`src/rtl/gfc_pkg.sv`:
```
// Shared types, constants and the digit extraction function of the gated frequency counter.
package gfc_pkg;

   localparam int COUNT_WIDTH  = 24;
   localparam int GATE_WIDTH   = 16;
   localparam int RAW_WIDTH    = 24;
   localparam int SCALED_WIDTH = 22;
   localparam int SAT_WIDTH    = 17;
   localparam int DIGIT_WIDTH  = 4;
   localparam int DIGIT_COUNT  = 5;
   localparam int VREF_WIDTH   = 8;

   localparam logic [GATE_WIDTH-1:0] GATE_RESET  = GATE_WIDTH'(5000);
   localparam logic [VREF_WIDTH-1:0] VREF_RESET  = 8'hE7;
   localparam logic [VREF_WIDTH-1:0] VREF_BASE   = 8'hE0;
   localparam logic [VREF_WIDTH-1:0] VREF_TOP    = 8'hE9;
   localparam int                    DIGIT_LIMIT = 99999;
   localparam int                    KHZ_LIMIT   = 999;
   localparam int                    VREF_SAT_AT = 18;
   localparam int                    VREF_MIN    = 2;
   localparam logic [COUNT_WIDTH-1:0] COUNT_MAX  = {COUNT_WIDTH{1'b1}};

   localparam int QUEUE_DEPTH = 2;
   localparam int QPTR_WIDTH  = $clog2(QUEUE_DEPTH);
   localparam int QCNT_WIDTH  = $clog2(QUEUE_DEPTH + 1);

   localparam int STAGE_COUNT = DIGIT_COUNT - 1;
   localparam int STAGE_WEIGHT [STAGE_COUNT] = '{10000, 1000, 100, 10};

   typedef struct packed {
      logic tick;
      logic edge_req;
   } req_type;

   typedef struct packed {
      logic                    gate_done;
      logic [RAW_WIDTH-1:0]    raw_count;
      logic [SCALED_WIDTH-1:0] scaled_value;
      logic [DIGIT_WIDTH-1:0]  digit_ten_thousands;
      logic [DIGIT_WIDTH-1:0]  digit_thousands;
      logic [DIGIT_WIDTH-1:0]  digit_hundreds;
      logic [DIGIT_WIDTH-1:0]  digit_tens;
      logic [DIGIT_WIDTH-1:0]  digit_units;
      logic                    khz_unit;
      logic [VREF_WIDTH-1:0]   vref_code;
   } rsp_type;

   // Word passed from the front to the digit pipeline.
   typedef struct packed {
      logic                    gate_done;
      logic [RAW_WIDTH-1:0]    raw_count;
      logic [SCALED_WIDTH-1:0] scaled_value;
      logic [SAT_WIDTH-1:0]    sat_value;
      logic                    khz_unit;
      logic [VREF_WIDTH-1:0]   vref_code;
   } work_type;

   typedef struct packed {
      work_type                                work;
      logic [DIGIT_COUNT-1:0][DIGIT_WIDTH-1:0] digits;
      logic [SAT_WIDTH-1:0]                    rem;
   } stage_type;

   typedef struct packed {
      logic [DIGIT_WIDTH-1:0] digit;
      logic [SAT_WIDTH-1:0]   rem;
   } digit_step_type;

   // Peel one decimal digit off rem: nine parallel compares, one subtract.
   function automatic digit_step_type digit_step(input logic [SAT_WIDTH-1:0] rem,
                                                 input int weight);
      digit_step_type res;
      int             sel;
      sel = 0;
      for (int d = 1; d <= 9; d++) begin
         if (32'(rem) >= d * weight) begin
            sel = d;
         end
      end
      res.digit = DIGIT_WIDTH'(sel);
      res.rem   = SAT_WIDTH'(32'(rem) - sel * weight);
      return res;
   endfunction

endpackage

```
`src/rtl/gfc_front.sv`:
```
// Front end: gate window and edge counters, latched reading and word build.
module gfc_front (
   input  logic                             clock,
   input  logic                             reset,
   input  logic                             item_valid,
   input  gfc_pkg::req_type                 item_data,
   output logic                             item_ready,
   input  logic [gfc_pkg::GATE_WIDTH-1:0]   gate_ticks,
   output logic                             word_valid,
   output gfc_pkg::work_type                word_data,
   input  logic                             word_ready
);

   logic [gfc_pkg::GATE_WIDTH-1:0]  tick_ff, tick_in;
   logic [gfc_pkg::COUNT_WIDTH-1:0] edge_ff, edge_in;
   logic [gfc_pkg::COUNT_WIDTH-1:0] latched_ff, latched_in;
   logic [gfc_pkg::SAT_WIDTH-1:0]   sat_ff, sat_in;
   logic                            khz_ff, khz_in;
   logic [gfc_pkg::VREF_WIDTH-1:0]  vref_ff, vref_in;

   logic                            accept;
   logic                            done;
   logic [gfc_pkg::GATE_WIDTH-1:0]  tick_next;
   logic [gfc_pkg::COUNT_WIDTH-1:0] edge_base;
   logic [gfc_pkg::COUNT_WIDTH-1:0] fresh_scaled;
   logic [63:0]                     fresh_wide;
   logic [63:0]                     scaled_wide;
   logic [63:0]                     latched_wide;

   assign item_ready = word_ready;
   assign word_valid = item_valid;
   assign accept     = item_valid && word_ready;

   always_comb begin
      tick_next    = tick_ff + 1'b1;
      done         = item_data.tick && (tick_next == gate_ticks);
      edge_base    = done ? '0 : edge_ff;
      fresh_scaled = edge_ff >> 2;
      fresh_wide   = 64'(fresh_scaled);

      tick_in    = tick_ff;
      edge_in    = edge_ff;
      latched_in = latched_ff;
      sat_in     = sat_ff;
      khz_in     = khz_ff;
      vref_in    = vref_ff;

      if (accept) begin
         if (item_data.tick) begin
            tick_in = done ? '0 : tick_next;
         end
         edge_in = edge_base;
         if (item_data.edge_req && (edge_base != gfc_pkg::COUNT_MAX)) begin
            edge_in = edge_base + 1'b1;
         end
         if (done) begin
            latched_in = edge_ff;
            sat_in     = (fresh_wide > 64'(gfc_pkg::DIGIT_LIMIT)) ?
                         gfc_pkg::SAT_WIDTH'(gfc_pkg::DIGIT_LIMIT) :
                         fresh_wide[gfc_pkg::SAT_WIDTH-1:0];
            khz_in     = 64'(edge_ff) > 64'(gfc_pkg::KHZ_LIMIT);
            // Ladder on scaled*10 in steps of 20 reduces to scaled/2.
            if (fresh_wide >= 64'(gfc_pkg::VREF_SAT_AT)) begin
               vref_in = gfc_pkg::VREF_TOP;
            end else if (fresh_wide >= 64'(gfc_pkg::VREF_MIN)) begin
               vref_in = gfc_pkg::VREF_BASE | {4'b0000, fresh_wide[4:1]};
            end
         end
      end

      // The word reports the reading as it stands after this item.
      latched_wide           = 64'(latched_in);
      scaled_wide            = 64'(latched_in >> 2);
      word_data.gate_done    = done;
      word_data.raw_count    = latched_wide[gfc_pkg::RAW_WIDTH-1:0];
      word_data.scaled_value = scaled_wide[gfc_pkg::SCALED_WIDTH-1:0];
      word_data.sat_value    = sat_in;
      word_data.khz_unit     = khz_in;
      word_data.vref_code    = vref_in;
   end

   always_ff @(posedge clock) begin
      if (reset) begin
         tick_ff    <= '0;
         edge_ff    <= '0;
         latched_ff <= '0;
         sat_ff     <= '0;
         khz_ff     <= 1'b0;
         vref_ff    <= gfc_pkg::VREF_RESET;
      end else begin
         tick_ff    <= tick_in;
         edge_ff    <= edge_in;
         latched_ff <= latched_in;
         sat_ff     <= sat_in;
         khz_ff     <= khz_in;
         vref_ff    <= vref_in;
      end
   end

endmodule

```
`src/rtl/gfc_queue.sv`:
```
// Short word queue between the front end and the digit pipeline.
module gfc_queue (
   input  logic              clock,
   input  logic              reset,
   input  logic              push_valid,
   input  gfc_pkg::work_type push_data,
   output logic              push_ready,
   output logic              pop_valid,
   output gfc_pkg::work_type pop_data,
   input  logic              pop_ready
);

   gfc_pkg::work_type               slot_ff [gfc_pkg::QUEUE_DEPTH];
   logic [gfc_pkg::QPTR_WIDTH-1:0]  wr_ff, wr_in;
   logic [gfc_pkg::QPTR_WIDTH-1:0]  rd_ff, rd_in;
   logic [gfc_pkg::QCNT_WIDTH-1:0]  cnt_ff, cnt_in;
   logic                            push, pop;

   assign push_ready = cnt_ff != gfc_pkg::QCNT_WIDTH'(gfc_pkg::QUEUE_DEPTH);
   assign pop_valid  = cnt_ff != '0;
   assign pop_data   = slot_ff[rd_ff];
   assign push       = push_valid && push_ready;
   assign pop        = pop_valid && pop_ready;

   always_comb begin
      wr_in  = wr_ff;
      rd_in  = rd_ff;
      cnt_in = cnt_ff;
      if (push) begin
         wr_in = (wr_ff == gfc_pkg::QPTR_WIDTH'(gfc_pkg::QUEUE_DEPTH - 1)) ? '0 : wr_ff + 1'b1;
      end
      if (pop) begin
         rd_in = (rd_ff == gfc_pkg::QPTR_WIDTH'(gfc_pkg::QUEUE_DEPTH - 1)) ? '0 : rd_ff + 1'b1;
      end
      if (push && !pop) begin
         cnt_in = cnt_ff + 1'b1;
      end else if (pop && !push) begin
         cnt_in = cnt_ff - 1'b1;
      end
   end

   always_ff @(posedge clock) begin
      if (reset) begin
         wr_ff  <= '0;
         rd_ff  <= '0;
         cnt_ff <= '0;
      end else begin
         wr_ff  <= wr_in;
         rd_ff  <= rd_in;
         cnt_ff <= cnt_in;
      end
   end

   always_ff @(posedge clock) begin
      if (push) begin
         slot_ff[wr_ff] <= push_data;
      end
   end

endmodule

```
`src/rtl/gfc_back.sv`:
```
// Back end: elastic pipeline that splits the saturated value into decimal digits.
module gfc_back (
   input  logic              clock,
   input  logic              reset,
   input  logic              word_valid,
   input  gfc_pkg::work_type word_data,
   output logic              word_ready,
   output logic              rsp_valid,
   output gfc_pkg::rsp_type  rsp_data,
   input  logic              rsp_ready
);

   localparam int LAST = gfc_pkg::STAGE_COUNT - 1;

   gfc_pkg::stage_type                 stage_ff [gfc_pkg::STAGE_COUNT];
   gfc_pkg::stage_type                 stage_in [gfc_pkg::STAGE_COUNT];
   logic [gfc_pkg::STAGE_COUNT-1:0]    valid_ff, valid_in;
   logic [gfc_pkg::STAGE_COUNT-1:0]    adv;
   gfc_pkg::stage_type                 src;
   gfc_pkg::digit_step_type            step;

   always_comb begin
      // A stage moves when it is empty or the one after it moves.
      adv[LAST] = !valid_ff[LAST] || rsp_ready;
      for (int i = LAST - 1; i >= 0; i--) begin
         adv[i] = !valid_ff[i] || adv[i+1];
      end
   end

   assign word_ready = adv[0];

   always_comb begin
      src = '0;
      for (int i = 0; i < gfc_pkg::STAGE_COUNT; i++) begin
         if (i == 0) begin
            src.work   = word_data;
            src.digits = '0;
            src.rem    = word_data.sat_value;
         end else begin
            src = stage_ff[i-1];
         end
         step                                = gfc_pkg::digit_step(src.rem,
                                                                   gfc_pkg::STAGE_WEIGHT[i]);
         stage_in[i]                         = src;
         stage_in[i].digits[LAST + 1 - i]    = step.digit;
         stage_in[i].rem                     = step.rem;
         if (i == LAST) begin
            // What is left below ten is the units digit.
            stage_in[i].digits[0] = step.rem[gfc_pkg::DIGIT_WIDTH-1:0];
         end
         valid_in[i] = valid_ff[i];
         if (adv[i]) begin
            valid_in[i] = (i == 0) ? word_valid : valid_ff[i-1];
         end
      end
   end

   always_ff @(posedge clock) begin
      if (reset) begin
         valid_ff <= '0;
      end else begin
         valid_ff <= valid_in;
      end
   end

   always_ff @(posedge clock) begin
      for (int i = 0; i < gfc_pkg::STAGE_COUNT; i++) begin
         if (adv[i]) begin
            stage_ff[i] <= stage_in[i];
         end
      end
   end

   assign rsp_valid                    = valid_ff[LAST];
   assign rsp_data.gate_done           = stage_ff[LAST].work.gate_done;
   assign rsp_data.raw_count           = stage_ff[LAST].work.raw_count;
   assign rsp_data.scaled_value        = stage_ff[LAST].work.scaled_value;
   assign rsp_data.digit_ten_thousands = stage_ff[LAST].digits[4];
   assign rsp_data.digit_thousands     = stage_ff[LAST].digits[3];
   assign rsp_data.digit_hundreds      = stage_ff[LAST].digits[2];
   assign rsp_data.digit_tens          = stage_ff[LAST].digits[1];
   assign rsp_data.digit_units         = stage_ff[LAST].digits[0];
   assign rsp_data.khz_unit            = stage_ff[LAST].work.khz_unit;
   assign rsp_data.vref_code           = stage_ff[LAST].work.vref_code;

endmodule

```
`src/rtl/gated_frequency_counter_bcd_unit.sv`:
```
// Top level of the gated frequency counter with decimal readout.
//
// Each request word carries a gate-timer tick flag and an input-edge flag and
// yields exactly one response word. Edges are counted over a gate window of
// gate_ticks ticks (reset 5000; the user is to write it through the csr port
// only while idle, which the block does not enforce; zero means 65536 ticks).
// When a tick closes the window the edge count is latched and the counter
// cleared; an edge in that same word counts into the new window, and the edge
// counter saturates. Every response repeats the latest reading: raw count,
// count/4, its five decimal digits saturated at 99999, a kHz flag (raw count
// above 999) and a reference-voltage code 0xE1..0xE9 that holds its value
// when count/4 is below 2 (reset 0xE7); gate_done marks the word that closed
// a window. One word is accepted per clock when the response side keeps up;
// a response word is offered once its request word has passed the counter
// front end, which writes the two-entry queue when the word is accepted, and
// the four-stage digit pipeline (a decimal digit per stage, two in the last).
module gated_frequency_counter_bcd_unit (
   input  logic                           clock,
   input  logic                           reset,
   input  logic                           req_valid,
   output logic                           req_ready,
   input  gfc_pkg::req_type               req_data,
   output logic                           rsp_valid,
   input  logic                           rsp_ready,
   output gfc_pkg::rsp_type               rsp_data,
   input  logic                           csr_valid,
   output logic                           csr_ready,
   input  logic [gfc_pkg::GATE_WIDTH-1:0] csr_data
);

   logic [gfc_pkg::GATE_WIDTH-1:0] gate_ff, gate_in;

   logic              push_valid, push_ready;
   gfc_pkg::work_type push_data;
   logic              pop_valid, pop_ready;
   gfc_pkg::work_type pop_data;

   // Gate length register: always ready, written on every handshake.
   assign csr_ready = 1'b1;
   assign gate_in   = (csr_valid && csr_ready) ? csr_data : gate_ff;

   always_ff @(posedge clock) begin
      if (reset) begin
         gate_ff <= gfc_pkg::GATE_RESET;
      end else begin
         gate_ff <= gate_in;
      end
   end

   // Front end: counters advance in the cycle a request word is accepted.
   gfc_front u_front (
      .clock      (clock),
      .reset      (reset),
      .item_valid (req_valid),
      .item_data  (req_data),
      .item_ready (req_ready),
      .gate_ticks (gate_ff),
      .word_valid (push_valid),
      .word_data  (push_data),
      .word_ready (push_ready)
   );

   // Queue: decouple the counters from stalls on the response side.
   gfc_queue u_queue (
      .clock      (clock),
      .reset      (reset),
      .push_valid (push_valid),
      .push_data  (push_data),
      .push_ready (push_ready),
      .pop_valid  (pop_valid),
      .pop_data   (pop_data),
      .pop_ready  (pop_ready)
   );

   // Back end: digit extraction, last stage drives the response port.
   gfc_back u_back (
      .clock      (clock),
      .reset      (reset),
      .word_valid (pop_valid),
      .word_data  (pop_data),
      .word_ready (pop_ready),
      .rsp_valid  (rsp_valid),
      .rsp_data   (rsp_data),
      .rsp_ready  (rsp_ready)
   );

endmodule
```
`config.mk`:
```
export PLATFORM = sky130hd
export DESIGN_NAME = gated_frequency_counter_bcd_unit
export DESIGN_NICKNAME = d
export VERILOG_FILES = /design/src/rtl/gfc_pkg.sv /design/src/rtl/gfc_front.sv /design/src/rtl/gfc_queue.sv /design/src/rtl/gfc_back.sv /design/src/rtl/gated_frequency_counter_bcd_unit.sv
export SDC_FILE = /design/constraint.sdc
export NUM_CORES = 1
export LEC_CHECK = 0
export BUFFER_PORTS_ARGS = -buffer_cell sky130_fd_sc_hd__buf_2
export CORE_MARGIN = 4
export CORE_UTILIZATION = 69
export CTS_BUF_LIST = sky130_fd_sc_hd__clkbuf_8
export CTS_CLUSTER_DIAMETER = 200
export DETAILED_ROUTE_END_ITERATION = 12
export HOLD_SLACK_MARGIN = 0.03
export PLACE_DENSITY = 0.88
export SLEW_MARGIN = 10
export SYNTH_ARGS = -nofsm -noshare
export SYNTH_HDL_FRONTEND = slang
export SYNTH_SLANG_ARGS = --single-unit
export TNS_END_PERCENT = 20
```
`constraint.sdc`:
```
create_clock -name clock -period 8.7 [get_ports clock]
set_clock_uncertainty 0.1 [all_clocks]
set_input_delay 0.87 -clock clock [delete_from_list [all_inputs] [get_ports clock]]
set_output_delay 0.87 -clock clock [all_outputs]
set_load 0.02 [all_outputs]
```
==> flow_summary.json <==
{
  "postCtsHoldBufs": 0,
  "max_cap_viol_count": 0,
  "drt_iter0_drc": 1139,
  "required_ns": 8.95,
  "reg2reg_slack_ns": 2.29,
  "pwr-share-seq_pct": 38.6,
  "fin_tns_setup_ns": 0,
  "antenna_left": 0,
  "max_freq_mhz": 156.1,
  "overflow": 0,
  "avgViaCountPerCell": 6.096,
  "drive_above_1_share_pct": 16.56,
  "drc_errors": 0,
  "ys_types": 71,
  "crit_type": "reg -> reg",
  "ys_ff_latch": 448,
  "syn_inst": 1650,
  "power.switching_mw": 3.139,
  "synthFlopType": "edfxtp_1",
  "power_switching_share_pct": 36.24,
  "area_growth_pct": 10.26,
  "period_share_pct": 73.66,
  "min_period_ns": 6.408,
  "antenna_found_initial": 0,
  "clockBufferDepth": 3,
  "status": "finished, final reports clean",
  "worstReg2RegStart": "u_back.stage_ff[0][15]",
  "relSlewSlack_pct": 30.22,
  "max_stage_delay_ns": 0.84,
  "p_leak_nw": 8.765,
  "hold_end": "u_back.stage_ff[1][46]",
  "ys_seq_area_share_pct": 60.35,
  "grt_first_pass_wirelength_um": 66450,
  "syn_avg_cell_area_um2": 12.35,
  "setup_violations": 0,
  "clkSlewWorstSetupHoldPaths_ns": 0.06,
  "io_pins": 102,
  "final_util_pct": 77.67,
  "gp_congestion": 0.8853,
  "tightestPinTransition_ns": 1.047,
  "wirelength_um": 40680,
  "cp.arrival_ns": 6.66,
  "dp_hpwl_um": 26370,
  "hold_path_depth": 0,
  "die_x_um": 179.9,
  "diodes": 0,
  "finalMaxSlewViolations": 0,
  "worstPathCellList": "or4_1 -> nor2_1 -> o21ai_0 -> a21oi_1 -> o2111ai_1 -> a221oi_1 -> inv_1 -> fa_1 -> inv_1 -> ha_1 -> a21o_1 -> a21oi_1 -> o21bai_1 -> a21oi_1 -> nor2_1 -> a221oi_1 -> xor2_1 -> ha_1 -> a211o_1 -> nand2_1 -> o211ai_1 -> a31o_2",
  "synthesis.nets": 1758,
  "dieArea_mm2": 0.03236,
  "cellPowerDensity_mw_per_mm2": 385.3,
  "postCtsResizedCells": 0,
  "crit_fanout": 6,
  "slowest_stage": "a221oi_1",
  "min_from": "u_back.stage_ff[0][46]",
  "groute.usage.overall_pct": 24.88,
  "cp_top_family": "compound AO/OA/AOI/OAI gates",
  "nets": 1844,
  "cts.sinks": 448,
  "comb_power_share_pct": 40.2,
  "yosysWarnings": 0,
  "cts_tree": "built",
  "synth_edf_count": 333,
  "worstSetupEndpointType": "flop",
  "grt_max_degree": 104,
  "r2r_end": "u_back.stage_ff[1][15]",
  "path_common_cell": "a21oi_1",
  "rsz0062_at_grt": "no",
  "intPower_mw": 5.521,
  "crit_buf_inv": 2,
  "start_kind": "flop",
  "rr_worst_depth": 22,
  "die_h_um": 179.9,
  "rows": 62,
  "peakVddDrop_uv": 302.1,
  "cts_max_level": 3,
  "routed-via-count": 13280,
  "insertion_delay_ns": 0.62,
  "clkPwrFrac_pct": 21.2,
  "root_buffer": "clkbuf_8",
  "syn-cell-area_mm2": 0.02038,
  "core-area_mm2": 0.02894,
  "post_cts_buffers": 0,
  "numCtsBuffers": 70,
  "io_buffers": 100,
  "start_util_pct": 70.45,
  "drt-pass1-iter-count": 6,
  "wl_per_cell_um": 18.68,
  "hp-class": "reg -> reg",
  "first_global_vias": 13410,
  "async_reset_ff_share_pct": 0,
  "hold_viol_final": 0
}
==> layout make-up <==
type	count	area [um2]
Multi-Input combinational cell	1020	7292
Tap cell	384	480.5
Inverter	86	322.8
Timing Repair Buffer	110	578.1
Sequential cell	448	12300
Clock buffer	82	1129
Fill cell	1763	6460
Clock inverter	48	370.4
==> metrics by stage <==
stage | hold WS (ns) | area [um2] | cells | power (mW) | setup WS (ns)
final | 0.3053 | 22480 | 2178 | 8.660 | 2.292
after global placement | 0.3004 | 20980 | 2048 | 6.590 | 2.620
after global routing | 0.3136 | 22480 | 2178 | 9.237 | 1.674
after detailed placement | 0.3045 | 20980 | 2048 | 6.787 | 2.359
after CTS | 0.2988 | 22480 | 2178 | 8.689 | 2.304
after floorplan | 0.3003 | 20380 | 1650 | 6.009 | 3.076
==> routing by layer <==
metal  up-vias  GRT usage (%)  share of wire (%)
met3       115          3.820                6.0
met1      6381          31.67                 41
met2       561          43.01                 50
met4         0          10.27                3.1
li1       6221              -                  -
met5         -              0                  0
==> how the worst max path moves through the flow <==
stage                                start                endpoint  slack [ns]  cells past startpoint
floorplan           u_back.stage_ff[0][15]  u_back.stage_ff[1][15]        3.08                     22
global placement    u_back.stage_ff[0][15]  u_back.stage_ff[1][15]        2.62                     22
detailed placement  u_back.stage_ff[0][15]  u_back.stage_ff[1][15]        2.36                     22
CTS                 u_back.stage_ff[0][15]  u_back.stage_ff[1][15]        2.30                     22
global route        u_back.stage_ff[0][15]  u_back.stage_ff[1][15]        1.67                     22
finish              u_back.stage_ff[0][15]  u_back.stage_ff[1][15]        2.29                     22
==> synthesized netlist by cell type (all sizes together) (21+ instances only) <==
| cell | count | area, um2 |
|---|---|---|
| clkbuf | 51 | 191.4 |
| nor4 | 28 | 187.7 |
| nand3 | 38 | 190.2 |
| xnor2 | 53 | 464.2 |
| dfxtp | 115 | 2302 |
| nand2 | 75 | 281.5 |
| nand4 | 21 | 146.4 |
| edfxtp | 333 | 10000 |
| nor2 | 121 | 454.2 |
| nor3 | 53 | 265.3 |
| inv | 86 | 322.8 |
| mux2i | 22 | 220.2 |
| buf | 45 | 290.3 |
| a21oi | 66 | 330.3 |
| xor2 | 33 | 289.0 |
| nand2b | 21 | 131.4 |
| o21ai | 54 | 270.3 |
| nor2b | 56 | 350.3 |
| mux2 | 65 | 732.0 |
| ha | 70 | 875.8 |
==> registers in the layout (all words and copies together), names as in the netlist, named ones only <==
name and count:
u_queue.cnt_ff 2, u_front.edge_ff 24, u_front.khz_ff 1, u_front.vref_ff 8, u_back.stage_ff 231, u_queue.rd_ff 1, gate_ff 16, u_front.latched_ff 24
u_queue.slot_ff 102, u_front.sat_ff 17, u_queue.wr_ff 1, u_front.tick_ff 16, u_back.valid_ff 4
==> power by group through the flow <==
stage	Clock (mW)	Sequential, mW	Combinational, mW
2_1_floorplan	0	3.34	2.67
3_3_place_gp	0	3.34	3.25
3_5_place_dp	0	3.38	3.41
4_1_cts	1.87	3.34	3.48
5_1_grt	1.97	3.40	3.87
6_report	1.84	3.34	3.48
==> cells by family after synthesis <==
group / synth area share, %
buffers and inverters: 3.947
AO/OA/AOI/OAI: 8.323
flip-flops: 60.35
other: 0.01840
AND/OR/NAND/NOR: 13.23
multiplexers: 4.671
XOR/XNOR: 3.695
adder cells (fa/ha/maj): 5.770
==> cells in the final DEF (no fill, tap or decap), types with 14 or more instances in the layout <==
cell      count
nor4_1       26
nand2b_1     21
o21ai_0      53
a31oi_1      16
edfxtp_1    333
nor2_1      120
a21oi_1      66
mux2i_1      22
buf_2        99
nor3_1       53
nand2_1      73
nand4_1      20
nor3b_1      14
inv_1       109
nand3_1      38
xor2_1       33
nor2b_1      56
mux2_2       59
xnor2_1      53
clkbuf_8     82
fa_1         15
ha_1         70
dfxtp_1     114
No activity file was read; power rests on OpenSTA's default activity.
